===== src/rtl/pfz_pkg.sv =====
// Package for the prime factorizer: widths, sequencer states and the
// result and divider structs, imported by all modules. No dependencies.
`default_nettype none

package pfz_pkg;

  localparam int VALUE_BITS   = 31;
  localparam int EXP_BITS     = 5;
  localparam int CNT_BITS     = 4;
  localparam int MAX_RESULTS  = 9;
  localparam int DIV_CNT_BITS = $clog2(VALUE_BITS + 1);
  localparam int IN_TDATA_W   = ((VALUE_BITS + 7) / 8) * 8;
  localparam int OUT_TDATA_W  = ((VALUE_BITS + EXP_BITS + 7) / 8) * 8;
  localparam int OUT_TUSER_W  = 2;

  typedef enum logic [2:0] {
    ST_IDLE,
    ST_START,
    ST_DIV,
    ST_EMIT
  } state_t;

  typedef struct packed {
    logic [VALUE_BITS-1:0] factor;
    logic [EXP_BITS-1:0]   exponent;
    logic                  last;
    logic                  is_prime;
    logic                  invalid;
  } result_t;

  typedef struct packed {
    logic                  done;
    logic [VALUE_BITS-1:0] quotient;
    logic [VALUE_BITS-1:0] remainder;
  } div_resp_t;

endpackage

`default_nettype wire


===== src/rtl/prime_factorizer_core.sv =====
// Top level of the trial-division prime factorizer: stream ports and the
// output register. Depends on pfz_pkg and pfz_ctrl.
//
//   channel  | direction | tdata                        | tlast | tuser
//   s_*      | in        | number[30:0]                 | -     | -
//   m_*      | out       | factor[30:0], exponent[35:31]| last  | is_prime[0], invalid[1]
//
// Each trial divisor costs one serial division in the bit-serial divider;
// a number n takes about (sqrt(n) + number of prime factors with
// multiplicity) such divisions.
// One number is worked at a time; the next is taken once the last result
// of the current one has moved into the output register.
// Synchronous active-high reset; a stalled output holds the sequencer.
`default_nettype none

module prime_factorizer_core (
  input  wire logic                             clk,
  input  wire logic                             rst,
  input  wire logic                             s_tvalid,
  output logic                                  s_tready,
  input  wire logic [pfz_pkg::IN_TDATA_W-1:0]   s_tdata,   // number
  output logic                                  m_tvalid,
  input  wire logic                             m_tready,
  output logic [pfz_pkg::OUT_TDATA_W-1:0]       m_tdata,   // factor, exponent
  output logic                                  m_tlast,
  output logic [pfz_pkg::OUT_TUSER_W-1:0]       m_tuser    // is_prime, invalid
);
  import pfz_pkg::*;

  logic    res_valid;
  logic    res_ready;
  result_t res;
  result_t out_reg;

  pfz_ctrl u_ctrl (
    .clk       (clk),
    .rst       (rst),
    .in_valid  (s_tvalid),
    .in_number (s_tdata[VALUE_BITS-1:0]),
    .in_ready  (s_tready),
    .res_valid (res_valid),
    .res_ready (res_ready),
    .res       (res)
  );

  assign res_ready = !m_tvalid || m_tready;

  always_ff @(posedge clk) begin
    if (rst) begin
      m_tvalid <= 1'b0;
    end else if (res_ready) begin
      m_tvalid <= res_valid;
    end
  end

  always_ff @(posedge clk) begin
    if (res_ready && res_valid) begin
      out_reg <= res;
    end
  end

  assign m_tdata = OUT_TDATA_W'({out_reg.exponent, out_reg.factor});
  assign m_tlast = out_reg.last;
  assign m_tuser = {out_reg.invalid, out_reg.is_prime};

endmodule

`default_nettype wire


===== src/rtl/pfz_divider.sv =====
// Bit-serial restoring divider: one quotient bit per cycle.
// Depends on pfz_pkg.
`default_nettype none

module pfz_divider (
  input  wire logic                          clk,
  input  wire logic                          rst,
  input  wire logic                          start,
  input  wire logic [pfz_pkg::VALUE_BITS-1:0] dividend,
  input  wire logic [pfz_pkg::VALUE_BITS-1:0] divisor,
  output pfz_pkg::div_resp_t                  resp
);
  import pfz_pkg::*;

  logic [VALUE_BITS-1:0]   part_rem;
  logic [VALUE_BITS-1:0]   quot;
  logic [VALUE_BITS-1:0]   dvs;
  logic [DIV_CNT_BITS-1:0] count;
  logic                    busy;
  logic                    done;
  logic [VALUE_BITS:0]     trial;
  logic                    fits;

  assign trial = {part_rem, quot[VALUE_BITS-1]};
  assign fits  = trial >= {1'b0, dvs};

  always_ff @(posedge clk) begin
    if (rst) begin
      busy <= 1'b0;
      done <= 1'b0;
    end else begin
      done <= busy && (count == DIV_CNT_BITS'(1));
      if (start) begin
        busy <= 1'b1;
      end else if (busy && (count == DIV_CNT_BITS'(1))) begin
        busy <= 1'b0;
      end
    end
  end

  always_ff @(posedge clk) begin
    if (start) begin
      part_rem <= '0;
      quot     <= dividend;
      dvs      <= divisor;
      count    <= DIV_CNT_BITS'(VALUE_BITS);
    end else if (busy) begin
      if (fits) begin
        part_rem <= VALUE_BITS'(trial - {1'b0, dvs});
      end else begin
        part_rem <= trial[VALUE_BITS-1:0];
      end
      quot  <= {quot[VALUE_BITS-2:0], fits};
      count <= count - DIV_CNT_BITS'(1);
    end
  end

  assign resp.done      = done;
  assign resp.quotient  = quot;
  assign resp.remainder = part_rem;

endmodule

`default_nettype wire


===== src/rtl/pfz_ctrl.sv =====
// Trial-division sequencer: walks the divisors, drives the serial divider
// and forms each (factor, exponent) result. Depends on pfz_pkg, pfz_divider.
`default_nettype none

module pfz_ctrl (
  input  wire logic                          clk,
  input  wire logic                          rst,
  input  wire logic                          in_valid,
  input  wire logic [pfz_pkg::VALUE_BITS-1:0] in_number,
  output logic                                in_ready,
  output logic                                res_valid,
  input  wire logic                          res_ready,
  output pfz_pkg::result_t                    res
);
  import pfz_pkg::*;

  state_t                state;
  state_t                state_next;
  logic [VALUE_BITS-1:0] remaining;
  logic [VALUE_BITS-1:0] trial_divisor;
  logic [EXP_BITS-1:0]   repeat_count;
  logic [CNT_BITS-1:0]   factor_count;
  result_t               pend;
  logic                  div_start;
  div_resp_t             div;
  logic                  is_root;
  logic                  emit_last;

  pfz_divider u_div (
    .clk      (clk),
    .rst      (rst),
    .start    (div_start),
    .dividend (remaining),
    .divisor  (trial_divisor),
    .resp     (div)
  );

  assign is_root   = (repeat_count == '0) && (trial_divisor > div.quotient);
  assign emit_last = (remaining == VALUE_BITS'(1)) ||
                     (factor_count == CNT_BITS'(MAX_RESULTS - 1));

  always_comb begin
    state_next = state;
    case (state)
      ST_IDLE: begin
        if (in_valid) begin
          if (in_number < VALUE_BITS'(2)) begin
            state_next = ST_EMIT;
          end else begin
            state_next = ST_START;
          end
        end
      end
      ST_START: begin
        state_next = ST_DIV;
      end
      ST_DIV: begin
        if (div.done) begin
          if (is_root || (div.remainder != '0 && repeat_count != '0)) begin
            state_next = ST_EMIT;
          end else begin
            state_next = ST_START;
          end
        end
      end
      ST_EMIT: begin
        if (res_ready) begin
          state_next = pend.last ? ST_IDLE : ST_START;
        end
      end
      default: begin
        state_next = ST_IDLE;
      end
    endcase
  end

  always_comb begin
    in_ready  = (state == ST_IDLE);
    div_start = (state == ST_START);
    res_valid = (state == ST_EMIT);
  end

  always_ff @(posedge clk) begin
    if (rst) begin
      state <= ST_IDLE;
    end else begin
      state <= state_next;
    end
  end

  always_ff @(posedge clk) begin
    if (rst) begin
      remaining     <= '0;
      trial_divisor <= VALUE_BITS'(2);
      repeat_count  <= '0;
      factor_count  <= '0;
    end else begin
      case (state)
        ST_IDLE: begin
          if (in_valid) begin
            remaining     <= in_number;
            trial_divisor <= VALUE_BITS'(2);
            repeat_count  <= '0;
            factor_count  <= '0;
            pend.factor   <= '0;
            pend.exponent <= '0;
            pend.last     <= 1'b1;
            pend.is_prime <= 1'b0;
            pend.invalid  <= 1'b1;
          end
        end
        ST_DIV: begin
          if (div.done) begin
            if (is_root) begin
              pend.factor   <= remaining;
              pend.exponent <= EXP_BITS'(1);
              pend.last     <= 1'b1;
              pend.is_prime <= (factor_count == '0);
              pend.invalid  <= 1'b0;
              factor_count  <= factor_count + CNT_BITS'(1);
              trial_divisor <= remaining;
              remaining     <= VALUE_BITS'(1);
            end else if (div.remainder == '0) begin
              remaining <= div.quotient;
              if (repeat_count != '1) begin
                repeat_count <= repeat_count + EXP_BITS'(1);
              end
            end else begin
              if (repeat_count != '0) begin
                pend.factor   <= trial_divisor;
                pend.exponent <= repeat_count;
                pend.last     <= emit_last;
                pend.is_prime <= emit_last && (factor_count == '0) &&
                                 (repeat_count == EXP_BITS'(1));
                pend.invalid  <= 1'b0;
                factor_count  <= factor_count + CNT_BITS'(1);
              end
              if (remaining != VALUE_BITS'(1)) begin
                trial_divisor <= trial_divisor + VALUE_BITS'(1);
              end
              repeat_count <= '0;
            end
          end
        end
        default: begin
        end
      endcase
    end
  end

  assign res = pend;

endmodule

`default_nettype wire

===== config.mk =====
export PLATFORM = sky130hd
export DESIGN_NAME = prime_factorizer_core
export DESIGN_NICKNAME = d
export VERILOG_FILES = /design/src/rtl/pfz_pkg.sv /design/src/rtl/prime_factorizer_core.sv /design/src/rtl/pfz_divider.sv /design/src/rtl/pfz_ctrl.sv
export SDC_FILE = /design/constraint.sdc
export NUM_CORES = 1
export LEC_CHECK = 0
export BUFFER_PORTS_ARGS = -buffer_cell sky130_fd_sc_hd__buf_2
export CORE_UTILIZATION = 55
export CTS_CLUSTER_DIAMETER = 50
export DETAILED_ROUTE_END_ITERATION = 6
export GPL_TIMING_DRIVEN = 0
export HOLD_SLACK_MARGIN = 0.05
export PLACE_DENSITY = 0.85
export SLEW_MARGIN = 5
export SYNTH_ARGS = -nofsm -noshare
export SYNTH_HDL_FRONTEND = slang
export SYNTH_SLANG_ARGS = --single-unit

===== constraint.sdc =====
create_clock -name clk -period 3.83 [get_ports clk]
set_input_delay 0.383 -clock clk [delete_from_list [all_inputs] [get_ports clk]]
set_output_delay 0.383 -clock clk [all_outputs]
set_load 0.005 [all_outputs]

Word level (Yosys, flattened, before mapping):

Index checks and enable logic that the tools add are counted.

* order comparisons: 3
* eq/ne operators: 18
* mux-type cells: 41
* bitwise logic cells: 1
* reduce and logical (&&, ||, !) cells: 25
* $add $sub $neg: 5

Operators with widths (number)
* 2-to-1 mux 31 bit: 12
* 2-to-1 mux 39 bit: 5
* case mux 31 bit (2 select lines): 2
* case mux 39 bit (2 select lines): 1
* greater-or-equal comparator 32 x 31 -> 1 bit: 1
* adder 31 x 1 -> 31 bit (second input constant): 1
* equality test 31 x 1 -> 1 bit (second input constant): 1
* greater-than comparator 31 bit: 1
* logical NOT 31 bit: 1
* < comparator 31 x 2 -> 1 bit (second input constant): 1
* inequality test 31 x 1 -> 1 bit (second input constant): 1
* nonzero test 31 bit: 1
* subtractor 31 bit: 1
* 2-to-1 mux 5 bit: 5
* 2-to-1 mux 4 bit: 5
* AND reduction 5 bit: 3
* case mux 3 bit (4 select lines): 1
* equality test 5 x 1 -> 1 bit (second input constant): 2
* case mux 5 bit (2 select lines): 1
* 2-to-1 mux 3 bit: 3
* inequality test 3 x 1 -> 1 bit (second input constant): 3
* case mux 4 bit (2 select lines): 1
* equality test 3 x 2 -> 1 bit (second input constant): 2
* logical AND 1 bit: 6
* other kinds (23): 32

* logic and storage cells: 115
* output and inout bits: 45
* bits in registers: 253
* input bits: 36

Longest topological paths before layout:

Gate-level depths: netlist of run 1.

* word-level depth: 9
* mapped depth: 14
* mapped depth without buffers: 12

Cells and area by module:

From an unflattened synthesis of run 1, not the netlist that was laid out.

* cells, all modules: 1467
* area, all modules: 14037.2 µm²

Modules (own cells, without submodules)
* pfz_ctrl: sequential area each 2632.5 µm², cells an instance 811, instances 1, area an instance 6759.0 µm²
* pfz_divider: sequential area each 2622.5 µm², cells an instance 607, instances 1, area an instance 6018.3 µm²
* prime_factorizer_core: sequential area each 1191.1 µm², cells an instance 49, instances 1, area an instance 1260.0 µm²

Worst setup path before layout of run 1:

OpenSTA, ideal clock, no wires.

* path type: register to register
* start: register u_ctrl.u_div.quot[26]
* end: register u_ctrl.pend (netlist bit u_ctrl.res[0]) (enable)
* cell stages (with the launch flop): 11
* data required time: 3.395 ns
* setup time: 0.435 ns
* path buffers: 0
* period minus slack after synthesis: 3.755 ns
* arrival: 3.320 ns
* path slack: 0.075 ns
* path through: edfxtp_1 -> inv_1 -> ha_1 -> nand2_1 -> o21ai_1 -> nand2b_1 -> nor3b_1 -> o31ai_4 -> nand2_1 -> nand2_1 -> nor2_1

* word-level cells in the longest chain between the ends: 4
* elaborated cells on any way between the ends: 5
* those cells by class: 1 x order compare; 2 x eq/ne; 2 x reduce/logical

RTL lines
* start, declared: RTL line pfz_divider.sv:16 `logic [VALUE_BITS-1:0] quot;`
* start signal, assigned: RTL line pfz_divider.sv:44 `quot <= dividend;`
* start signal, assigned: RTL line pfz_divider.sv:53 `quot <= {quot[VALUE_BITS-2:0], fits};`
* greater-than comparator 31 bit (*): RTL line pfz_ctrl.sv:38 `assign is_root = (repeat_count == '0) && (trial_divisor > div.quotient);`
* logical AND 1 bit (*): RTL line pfz_ctrl.sv:38
* inequality test 3 x 1 -> 1 bit (no source line) / inequality test 3 x 2 -> 1 bit (equally long branches)
* AND reduction 6 bit (no source line) (*)
* end, declared: RTL line pfz_ctrl.sv:23 `result_t pend;`

Mark *: on every way between the ends. The rest lies on a longest branch, timed or not.
A chain may end at the register's enable or synchronous reset.

Worst setup path after layout of run 1:

* start: register u_ctrl.u_div.quot[30]
* end: register u_ctrl.pend (netlist bit u_ctrl.res[9]), data pin

* word-level cells in the longest chain between the ends: 5

RTL lines
* greater-than comparator 31 bit: RTL line pfz_ctrl.sv:38
* logical AND 1 bit: RTL line pfz_ctrl.sv:38
* 2-to-1 mux 39 bit: RTL line pfz_ctrl.sv:114 `if (is_root) begin`
* 2-to-1 mux 39 bit: RTL line pfz_ctrl.sv:113 `if (div.done) begin`
* case mux 39 bit (2 select lines): RTL line pfz_ctrl.sv:98 `case (state)`

No other way between the ends. The select of a mux whose other input is x is not followed.

==> flow_summary.json, run 1 <==
{
  "status": "finished, final reports clean",
  "grt_pass1_vias": 11260,
  "pwr-share-clk": 0.323,
  "hold_path.class": "in2reg",
  "combPwrFrac": 0.296,
  "synth_cells": 1411,
  "crit_required_ps": 4210,
  "power.leakage_nw": 5.779,
  "synth_area_leaders": "edfxtp_1, dfxtp_1, ha_1",
  "synth_top_area_share": 0.3128,
  "gp_congestion": 0.9475,
  "final-hold-violation-count": 0,
  "cts_tree": "done",
  "num_rows": 56,
  "netlist_area_um2": 13440,
  "layout_setup_ws_ps": 153.1,
  "wire_per_inst_um": 21.00,
  "holdBufCountCts": 0,
  "num_vias": 11890,
  "cap_viol_max_count": 0,
  "cts_buffers": 30,
  "synth_edf_count": 140,
  "pre_cts_slack_ps": 159.6,
  "p_sw_frac": 0.3387,
  "power_switching_mw": 3.065,
  "clock_path_buffers": 3,
  "final_antenna_net_count": 0,
  "insertion_delay_ps": 560,
  "crit_arrival_ps": 4060,
  "portBuffers": 74,
  "synthArstFlopShare": 0,
  "fin_crit_sh": 0.9600,
  "seq_area_um2": 6446,
  "nets": 1631,
  "max_freq_ghz": 0.2720,
  "dominantRegCellSynth": "edfxtp_1",
  "r2r_end": "u_ctrl.res[9]",
  "start_util": 0.5675,
  "grt_pass1_wl_um": 61320,
  "rsz0062_at_grt": "no",
  "antenna_found_initial": 0,
  "layout-drive-gt1-share": 0.1176,
  "worstMarginPinSlew_ps": 894.0,
  "setup_violations": 0,
  "synth-warning-count": 0,
  "dieWidth_um": 158.3,
  "crit_path_start": "u_ctrl.u_div.quot[30]",
  "cp_max_fo": 10,
  "ys_seq_area_frac": 0.4797,
  "ctsResizeCount": 0,
  "total_power_mw": 9.048,
  "die_y_um": 158.3,
  "vias_per_cell": 6.370,
  "clock-skew-final_ps": 29.22,
  "grt_max_degree": 32,
  "fin_crit_ps": 3677,
  "power.density_nw_per_um2": 589.4,
  "cts_setup_buffers": 0,
  "syn_to_final_growth_pct": 14.23,
  "dp_hpwl_um": 28970,
  "hold_depth": 3,
  "reg2regPathDepth": 11,
  "power.share.sequential": 0.381,
  "path_clk_slew_ps": 60,
  "fillers": 1884,
  "cts_sinks": 252,
  "p_int_mw": 5.984,
  "path_class": "reg2reg",
  "coreArea_um2": 23680,
  "drt_pre_antenna_iters": 5,
  "reg2reg_setup_slack_ps": 150,
  "synth_top_area_cell": "edfxtp_1",
  "whs_ps": 151.2,
  "ios": 81,
  "start_kind": "register",
  "multiInputGateArea_um2": 6286,
  "min_to": "m_tvalid",
  "syn_avg_cell_area_um2": 9.525,
  "track_usage": 0.3185,
  "vdd_ir_drop_max_mv": 0.3870,
  "slew_viol_final": 0,
  "r2r-start": "u_ctrl.u_div.quot[30]",
  "antenna_cells": 0,
  "post-route-util": 0.6482,
  "htreeDepth": 1,
  "end_kind": "register",
  "worstHoldStart": "m_tready",
  "clock-root-buffer": "clkbuf_16",
  "relSlewSlack": 0.4040,
  "overflow": 0,
  "drc": 0,
  "die-area_um2": 25060,
  "synth-seq-cells": 252,
  "wl_um": 39180,
  "drt_iter0_drc": 1451,
  "yosysUniqueCellTypes": 77
}
[how the worst max path moves through the flow]
| stage | end | cells past startpoint |
|---|---|---|
| 6_report | u_ctrl.res[9] | 11 |
| 5_1_grt | u_ctrl.res[9] | 11 |
| 4_1_cts | u_ctrl.res[9] | 11 |
| 3_5_place_dp | u_ctrl.res[9] | 11 |
| 3_3_place_gp | u_ctrl.res[11] | 9 |
| 2_1_floorplan | u_ctrl.res[0] | 10 |
[registers in the layout, summed over array words and instances, names as in the netlist]
| register | flops |
|---|---|
| u_ctrl.state | 2 |
| u_ctrl.u_div.part_rem | 31 |
| u_ctrl.u_div.quot | 31 |
| u_ctrl.res | 39 |
| m_tuser | 2 |
| u_ctrl.remaining | 31 |
| u_ctrl.u_div.dvs | 31 |
| u_ctrl.repeat_count | 5 |
| u_ctrl.u_div.done | 1 |
| m_tvalid | 1 |
| m_tlast | 1 |
| u_ctrl.u_div.count | 5 |
| u_ctrl.trial_divisor | 31 |
| u_ctrl.u_div.busy | 1 |
| m_tdata | 36 |
| u_ctrl.factor_count | 4 |
[through the flow]
step	std cells	area, um^2	TNS (ps)
final	1866	15350	0
after global routing	1866	15350	0
after CTS	1866	15350	0
after detailed placement	1810	14310	0
after global placement	1807	14220	-64490
after floorplan	1414	13450	0
[synthesized netlist by cell type, drive strengths merged (3+ instances only)]
cell	instances
o21ai	86
inv	88
buf	39
nor3	58
nor4b	4
a22o	7
nor2	78
a211oi	10
o311ai	6
a21o	16
xor2	11
edfxtp	140
dfxtp	112
nand2b	14
nand4	29
a41oi	4
nand3b	10
o21a	5
o211ai	3
nand3	23
ha	71
o31a	4
nor3b	15
and3	13
clkbuf	47
o21bai	3
xnor2	20
a21oi	131
a221oi	31
nand4b	3
a31oi	16
o2bb2ai	16
and2	5
o22ai	20
mux2i	21
or3	7
nand2	164
o41ai	4
nor4	29
a21boi	3
o31ai	9
o32ai	6
nor2b	8
[cell type report]
cell class / instances / area share
Buffer: 86 / 0.02689
Tap cell: 319 / 0.02600
Clock buffer: 39 / 0.05379
Inverter: 88 / 0.02152
Multi-Input combinational cell: 988 / 0.4095
Clock inverter: 17 / 0.01345
Sequential cell: 252 / 0.4199
Timing Repair Buffer: 77 / 0.02901
[layer usage]
metal	routed length, um	part of all wire	track usage	vias up
met5	0	0	0	-
met3	4151	0.11	0.05825	152
li1	-	-	-	5458
met4	1972	0.050	0.1548	0
met1	15450	0.39	0.4191	5538
met2	17610	0.45	0.5061	738
[worst max-delay path: stages (launching register included)]
cell and delay, ps:
edfxtp_1 510, inv_1 200, ha_1 340, nand4_1 140, nor4_2 370, a21boi_2 360
o31a_1 230, buf_2 300, buf_2 320, buf_2 330, nand2_1 160, a21oi_1 230
[logic make-up after synthesis]
logic type,after synthesis,synth area share
mux,22,0.01648
compound gates,391,0.1874
other cells,1,0.0002790
flops,252,0.4797
fa+ha+maj,72,0.06759
buf+inv,174,0.05521
simple gates,468,0.1732
xor+xnor,31,0.02020
[power groups by stage]
stage | sequential (mW) | combinational, mW | clock (mW)
after detailed placement | 3.48 | 2.60 | 0
final | 3.44 | 2.68 | 2.93
after global routing | 3.46 | 2.94 | 3.05
after CTS | 3.42 | 2.62 | 2.94
after global placement | 3.47 | 2.55 | 0
after floorplan | 3.36 | 2.03 | 0
[cell usage in the layout, fill, tap and decap left out, drive strengths merged, types with 10 or more instances in the layout]
| cell type | n |
|---|---|
| nand4 | 29 |
| dfxtp | 112 |
| a21oi | 131 |
| clkbuf | 86 |
| inv | 96 |
| a21o | 16 |
| xor2 | 11 |
| a221oi | 31 |
| nand2b | 14 |
| mux2i | 21 |
| xnor2 | 20 |
| nor4 | 29 |
| ha | 71 |
| a31oi | 16 |
| buf | 116 |
| and3 | 13 |
| nand3 | 23 |
| o21ai | 86 |
| edfxtp | 140 |
| o22ai | 20 |
| nor3 | 58 |
| nor3b | 15 |
| o2bb2ai | 16 |
| nand3b | 10 |
| nor2 | 78 |
| a211oi | 10 |
| nand2 | 164 |
No activity file was read; power rests on OpenSTA's default activity.
==> inputs of run 2 (changes only) <==
Settings changed: PLACE_DENSITY 0.85 to 0.82.
Clock period 3.83 ns to 3.6 ns, I/O delays scaled along.
==> flow_summary.json, run 2 (synthesis gave the netlist of run 1 again) <==
{
  "cp_common_cell": "buf_2",
  "syn_to_final_growth_pct": 13.86,
  "wire_per_inst_um": 21.50,
  "cts_tree": "done",
  "fin_crit_sh": 0.9808,
  "max_stage_delay_ps": 510,
  "end_kind": "register",
  "hold_path.class": "in2reg",
  "final_common_cell": "nand2_1",
  "slowest_stage": "edfxtp_1",
  "insertion_delay_ps": 560,
  "cp_cell_sequence": "inv_1, ha_1, nand4_1, nor4_4, a21boi_4, o31a_1, buf_2, clkbuf_4, buf_2, nand2_1, a21oi_1",
  "cts_setup_buffers": 0,
  "max_freq_ghz": 0.2832,
  "multiInputGateArea_um2": 6306,
  "portBuffers": 74,
  "path_clk_slew_ps": 60,
  "start_util": 0.5675,
  "clock_path_buffers": 3,
  "relSlewSlack": 0.3915,
  "worstMarginPinSlew_ps": 912.8,
  "nets": 1631,
  "total_power_mw": 9.457,
  "status": "finished, final reports clean",
  "layout-drive-gt1-share": 0.1170,
  "path_class": "reg2reg",
  "start_kind": "register",
  "layout_common_cells": "nand2_1, edfxtp_1, a21oi_1, dfxtp_1, buf_2",
  "num_rows": 56,
  "ios": 81,
  "coreArea_um2": 23680,
  "wl_um": 40120,
  "vdd_ir_drop_max_mv": 0.3993,
  "slew_viol_final": 0,
  "drt_iter0_drc": 1325,
  "overflow": 0,
  "htreeDepth": 1,
  "final_antenna_net_count": 0,
  "dp_hpwl_um": 29940,
  "largest_reg_flops": 39,
  "pwr-share-clk": 0.310,
  "cts_sinks": 252,
  "clock-skew-final_ps": 13.87,
  "setup_violations": 0,
  "power.density_nw_per_um2": 618.0,
  "gp_congestion": 0.9819,
  "grt_pass1_vias": 11250,
  "finalSetupTns_ps": 0,
  "die_y_um": 158.3,
  "combPwrFrac": 0.303,
  "vias_per_cell": 6.422,
  "crit_arrival_ps": 3880,
  "fillers": 1927,
  "power.share.sequential": 0.387,
  "final-hold-violation-count": 0,
  "fin_crit_ps": 3531,
  "grt_pass1_wl_um": 61840,
  "clock-root-buffer": "clkbuf_16",
  "cp_max_fo": 10,
  "power.leakage_nw": 5.768,
  "crit_required_ps": 3950,
  "die-area_um2": 25060,
  "track_usage": 0.3230,
  "cap_viol_max_count": 0,
  "whs_ps": 151.1,
  "place_area_um2": 14310,
  "num_vias": 11980,
  "dieWidth_um": 158.3,
  "p_int_mw": 6.221,
  "rsz0062_at_grt": "no",
  "stdcell_area_um2": 15300,
  "power_switching_mw": 3.236,
  "cts_buffers": 30,
  "grt_max_degree": 32,
  "antenna_cells": 0,
  "p_sw_frac": 0.3422,
  "antenna_found_initial": 0,
  "seq_area_um2": 6446,
  "drc": 0,
  "drt_pre_antenna_iters": 6
}
[run 2: cell types whose count changed in the layout (fill, tap and decap cells not counted), sizes merged]
| cell | delta |
|---|---|
| clkinv | +13 |
| inv | -6 |
| clkinvlp | -1 |
| clkbuf | -3 |
| bufinv | -1 |
| buf | -2 |
[run 2: per-layer routing]
layer,vias up,global-route usage,share of wire
met2,742,0.5152,0.45
met4,0,0.1342,0.041
li1,5481,-,-
met3,124,0.04818,0.10
met1,5637,0.4393,0.40
met5,-,0,0
[run 2: layout make-up]
| type | instances | area share |
|---|---|---|
| Sequential cell | 252 | 0.4213 |
| Inverter | 88 | 0.02159 |
| Multi-Input combinational cell | 988 | 0.4121 |
| Clock inverter | 22 | 0.01145 |
| Timing Repair Buffer | 77 | 0.02862 |
| Tap cell | 319 | 0.02608 |
| Buffer | 86 | 0.02747 |
| Clock buffer | 34 | 0.05143 |
[run 2: final timing paths]
path         slack [ps]             startpoint              to  depth (start not counted)
min                 150               m_tready        m_tvalid                          3
max                  70  u_ctrl.u_div.quot[30]  u_ctrl.res[10]                         11
max reg2reg          70  u_ctrl.u_div.quot[30]  u_ctrl.res[10]                         11
min reg2reg         410         u_ctrl.res[12]      m_tdata[4]                          0
[run 2: what timing repair did]
item	in CTS	in global routing
gates cloned	0	0
gates resized for setup	2	7
hold buffers	0	0
endpoints found under the setup margin	8	37
[run 2: power groups by stage]
stage	logic, mW	registers, mW	clock network [mW]
after global placement	2.74	3.69	0
after floorplan	2.16	3.57	0
final	2.87	3.66	2.93
after detailed placement	2.78	3.69	0
after global routing	3.12	3.67	3.06
after CTS	2.81	3.64	2.93
[run 2: through the flow]
step,std cells,utilization,worst slack [ps]
2_1_floorplan,1414,-,487.3
3_3_place_gp,1807,0.6005,-863.4
3_5_place_dp,1810,0.6041,-58.09
4_1_cts,1866,0.6450,76.87
5_1_grt,1866,0.6461,17.69
6_report,1866,0.6461,69.23
[run 2: worst max-delay path, delay by kind of cell, from the launching register on]
| family | cells | cell delay [ps] |
|---|---|---|
| adders and majority gates | 1 | 360 |
| DFF | 1 | 510 |
| AOI/OAI and AO/OA | 3 | 780 |
| buffers and inverters | 4 | 1070 |
| and+or+nand+nor | 3 | 590 |
==> inputs of run 3 (changes only) <==
Settings changed: ABC_AREA from default to 1.
==> flow_summary.json, run 3 <==
{
  "status": "complete, but fails checks",
  "violations": "design-rule violations",
  "drt_pre_antenna_iters": 7,
  "cp_max_fo": 31,
  "rsz0062_at_grt": "no",
  "critical_path.top_delay_family": "buffers and inverters",
  "reg2regPathDepth": 5,
  "drc": 6,
  "synth_fa_ha_area_frac": 0.06272,
  "worst-path-buf-inv": 3,
  "pre_cts_slack_ps": 477.4,
  "synthArstFlopShare": 0,
  "synth_top_area_cell": "edfxtp_1",
  "end_kind": "register",
  "netlist_area_um2": 14480,
  "crit_end": "u_ctrl.u_div.quot[30]",
  "num_rows": 59,
  "setup_violations": 0,
  "clock-root-buffer": "clkbuf_16",
  "fillers": 2230,
  "coreArea_um2": 25910,
  "grt_use_met2": 0.4935,
  "clock_path_buffers": 3,
  "vdd_ir_drop_max_mv": 0.5358,
  "largest_reg_flops": 39,
  "final-hold-violation-count": 0,
  "path_class": "reg2reg",
  "crit_required_ps": 3490,
  "grt_use_met3": 0.08106,
  "stdcell_count": 2374,
  "cts_buffers": 28,
  "crit_cells": 5,
  "layout_common_cells": "nand2_1, nor2_1, inv_1, edfxtp_1, dfxtp_1",
  "start_util": 0.5590,
  "cp_common_cell": "nor2_1",
  "max_freq_ghz": 0.3018,
  "nets": 2125,
  "cts_setup_buffers": 0,
  "num_vias": 13500,
  "start_kind": "register",
  "wire_per_inst_um": 18.45,
  "final_antenna_net_count": 0,
  "syn_to_final_growth_pct": 12.17,
  "holdBufCountCts": 0,
  "fin_crit_ps": 3314,
  "slowest_stage": "clkinv_1",
  "max_stage_delay_ps": 1120,
  "vias_per_cell": 5.685,
  "dp_hpwl_um": 33840,
  "synth-warning-count": 0,
  "antenna_found_initial": 0,
  "dieWidth_um": 164.3,
  "track_usage": 0.3271,
  "r2r-start": "u_ctrl.state[0]",
  "htreeDepth": 1,
  "crit_path_start": "u_ctrl.state[0]",
  "ctsResizeCount": 0,
  "antenna_cells": 0,
  "synth_area_leaders": "edfxtp_1, dfxtp_1, nand2_1",
  "portBuffers": 74,
  "ios": 81,
  "r2r_end": "u_ctrl.u_div.quot[30]",
  "top_usage_layer": "met2",
  "overflow": 0,
  "layout_setup_ws_ps": 286.4,
  "die_y_um": 164.3,
  "synthTopCellsByCount": "nand2_1, nor2_1, inv_1, edfxtp_1, dfxtp_1",
  "slew_viol_final": 0,
  "power.leakage_nw": 7.013,
  "grt_max_degree": 41,
  "cts_tree": "done",
  "yosys.area_share.simple": 0.2700,
  "synth_edf_count": 140,
  "crit_arrival_ps": 3200,
  "use_met1": 0.4536,
  "post-synth-top-count-cell": "nand2_1",
  "synth_top_area_share": 0.2903,
  "synth-seq-cells": 252,
  "wl_um": 43790,
  "fin_crit_sh": 0.9204,
  "gp_congestion": 1.014,
  "seq_area_um2": 6446,
  "synth_compound_area_frac": 0.1080,
  "cap_viol_max_count": 0,
  "worstMarginPinSlew_ps": 1404,
  "synth_xor_area_frac": 0.02963,
  "relSlewSlack": 0.05551,
  "dominantRegCellSynth": "edfxtp_1",
  "multiInputGateArea_um2": 6843,
  "cts_sinks": 252,
  "drt_iter0_drc": 1653,
  "power.density_nw_per_um2": 571.4,
  "grt_pass1_wl_um": 67350,
  "yosysUniqueCellTypes": 48,
  "synth_top_family_by_area": "simple AND/OR/NAND/NOR gates",
  "synth_cells": 1908,
  "clock-skew-final_ps": 21.35,
  "grt_pass1_vias": 12610,
  "final_common_cell": "nand2_1",
  "layout-drive-gt1-share": 0.09073,
  "reg2reg_setup_slack_ps": 290,
  "insertion_delay_ps": 550,
  "die-area_um2": 26990,
  "dp_cells": 2322,
  "cp_cell_sequence": "inv_1, nor2_1, nor2_1, clkbuf_1, clkinv_1",
  "ys_seq_area_frac": 0.4451,
  "path_clk_slew_ps": 60,
  "hold_path.class": "in2reg",
  "syn_avg_cell_area_um2": 7.591,
  "synth_mux_area_frac": 0
}
-- run 3: changes by cell type after synthesis, sizes merged, moves of 21 or more --
cell    before  now
nand2      164  492
mux2i       21    0
nand3       23   82
a221oi      31    0
xor2        11   33
inv         88  220
a21oi      131  108
o21ai       86  111
nor2        78  319
nor3        58   30
-- run 3: power breakdown --
group          internal, mW  switching (mW)  leakage (nW)
clock network          1.64            1.18         0.443
registers              3.60           0.309          2.23
logic                 0.737            1.81          4.34
-- run 3: layer usage --
metal  vias up  routed length [um]
met2       724               18820
met4         0                1606
met3       128                4712
met1      6190               18650
li1       6455                   -
met5         -                   0
-- run 3: how the worst min path moves through the flow --
stage,startpoint,endpoint,slack (ps),cells past startpoint
floorplan,u_ctrl.res[8],m_tdata[0],400,0
global placement,u_ctrl.res[28],m_tdata[20],400,0
detailed placement,u_ctrl.res[8],m_tdata[0],400,0
CTS,m_tready,m_tvalid,120,4
global route,m_tready,m_tvalid,160,4
finish,m_tready,m_tvalid,120,4
-- run 3: cells by family after synthesis --
group,count (synthesis)
DFF,252
other,1
adders and majority gates,72
buffers and inverters,293
xor gates and xnor gates,49
AOI/OAI and AO/OA,282
and+or+nand+nor,959
-- run 3: metrics by stage --
stage	total power, mW	hold WS, ps	utilization	instance area [um^2]	TNS (ps)
2_1_floorplan	5.557	400.3	-	14500	0
3_3_place_gp	6.286	401.3	0.5900	15290	-19530
3_5_place_dp	6.396	404.5	0.5921	15340	0
4_1_cts	9.211	123.0	0.6270	16250	0
5_1_grt	9.709	162.5	0.6270	16250	0
6_report	9.284	124.3	0.6270	16250	0
-- run 3: worst register-to-register path, cell delays in order (launching register included) --
cell and delay (ps):
dfxtp_1 380, inv_1 80, nor2_1 80, nor2_1 520, clkbuf_1 450, clkinv_1 1130
-- run 3: layout make-up --
cell class	count	share of cell area
tap	335	0.02580
multi-input combinational	1366	0.4212
clock inverter	16	0.008856
clock buffer	36	0.04690
timing repair buffer	76	0.02526
sequential	252	0.3968
inverter	221	0.05106
buffer	72	0.02418
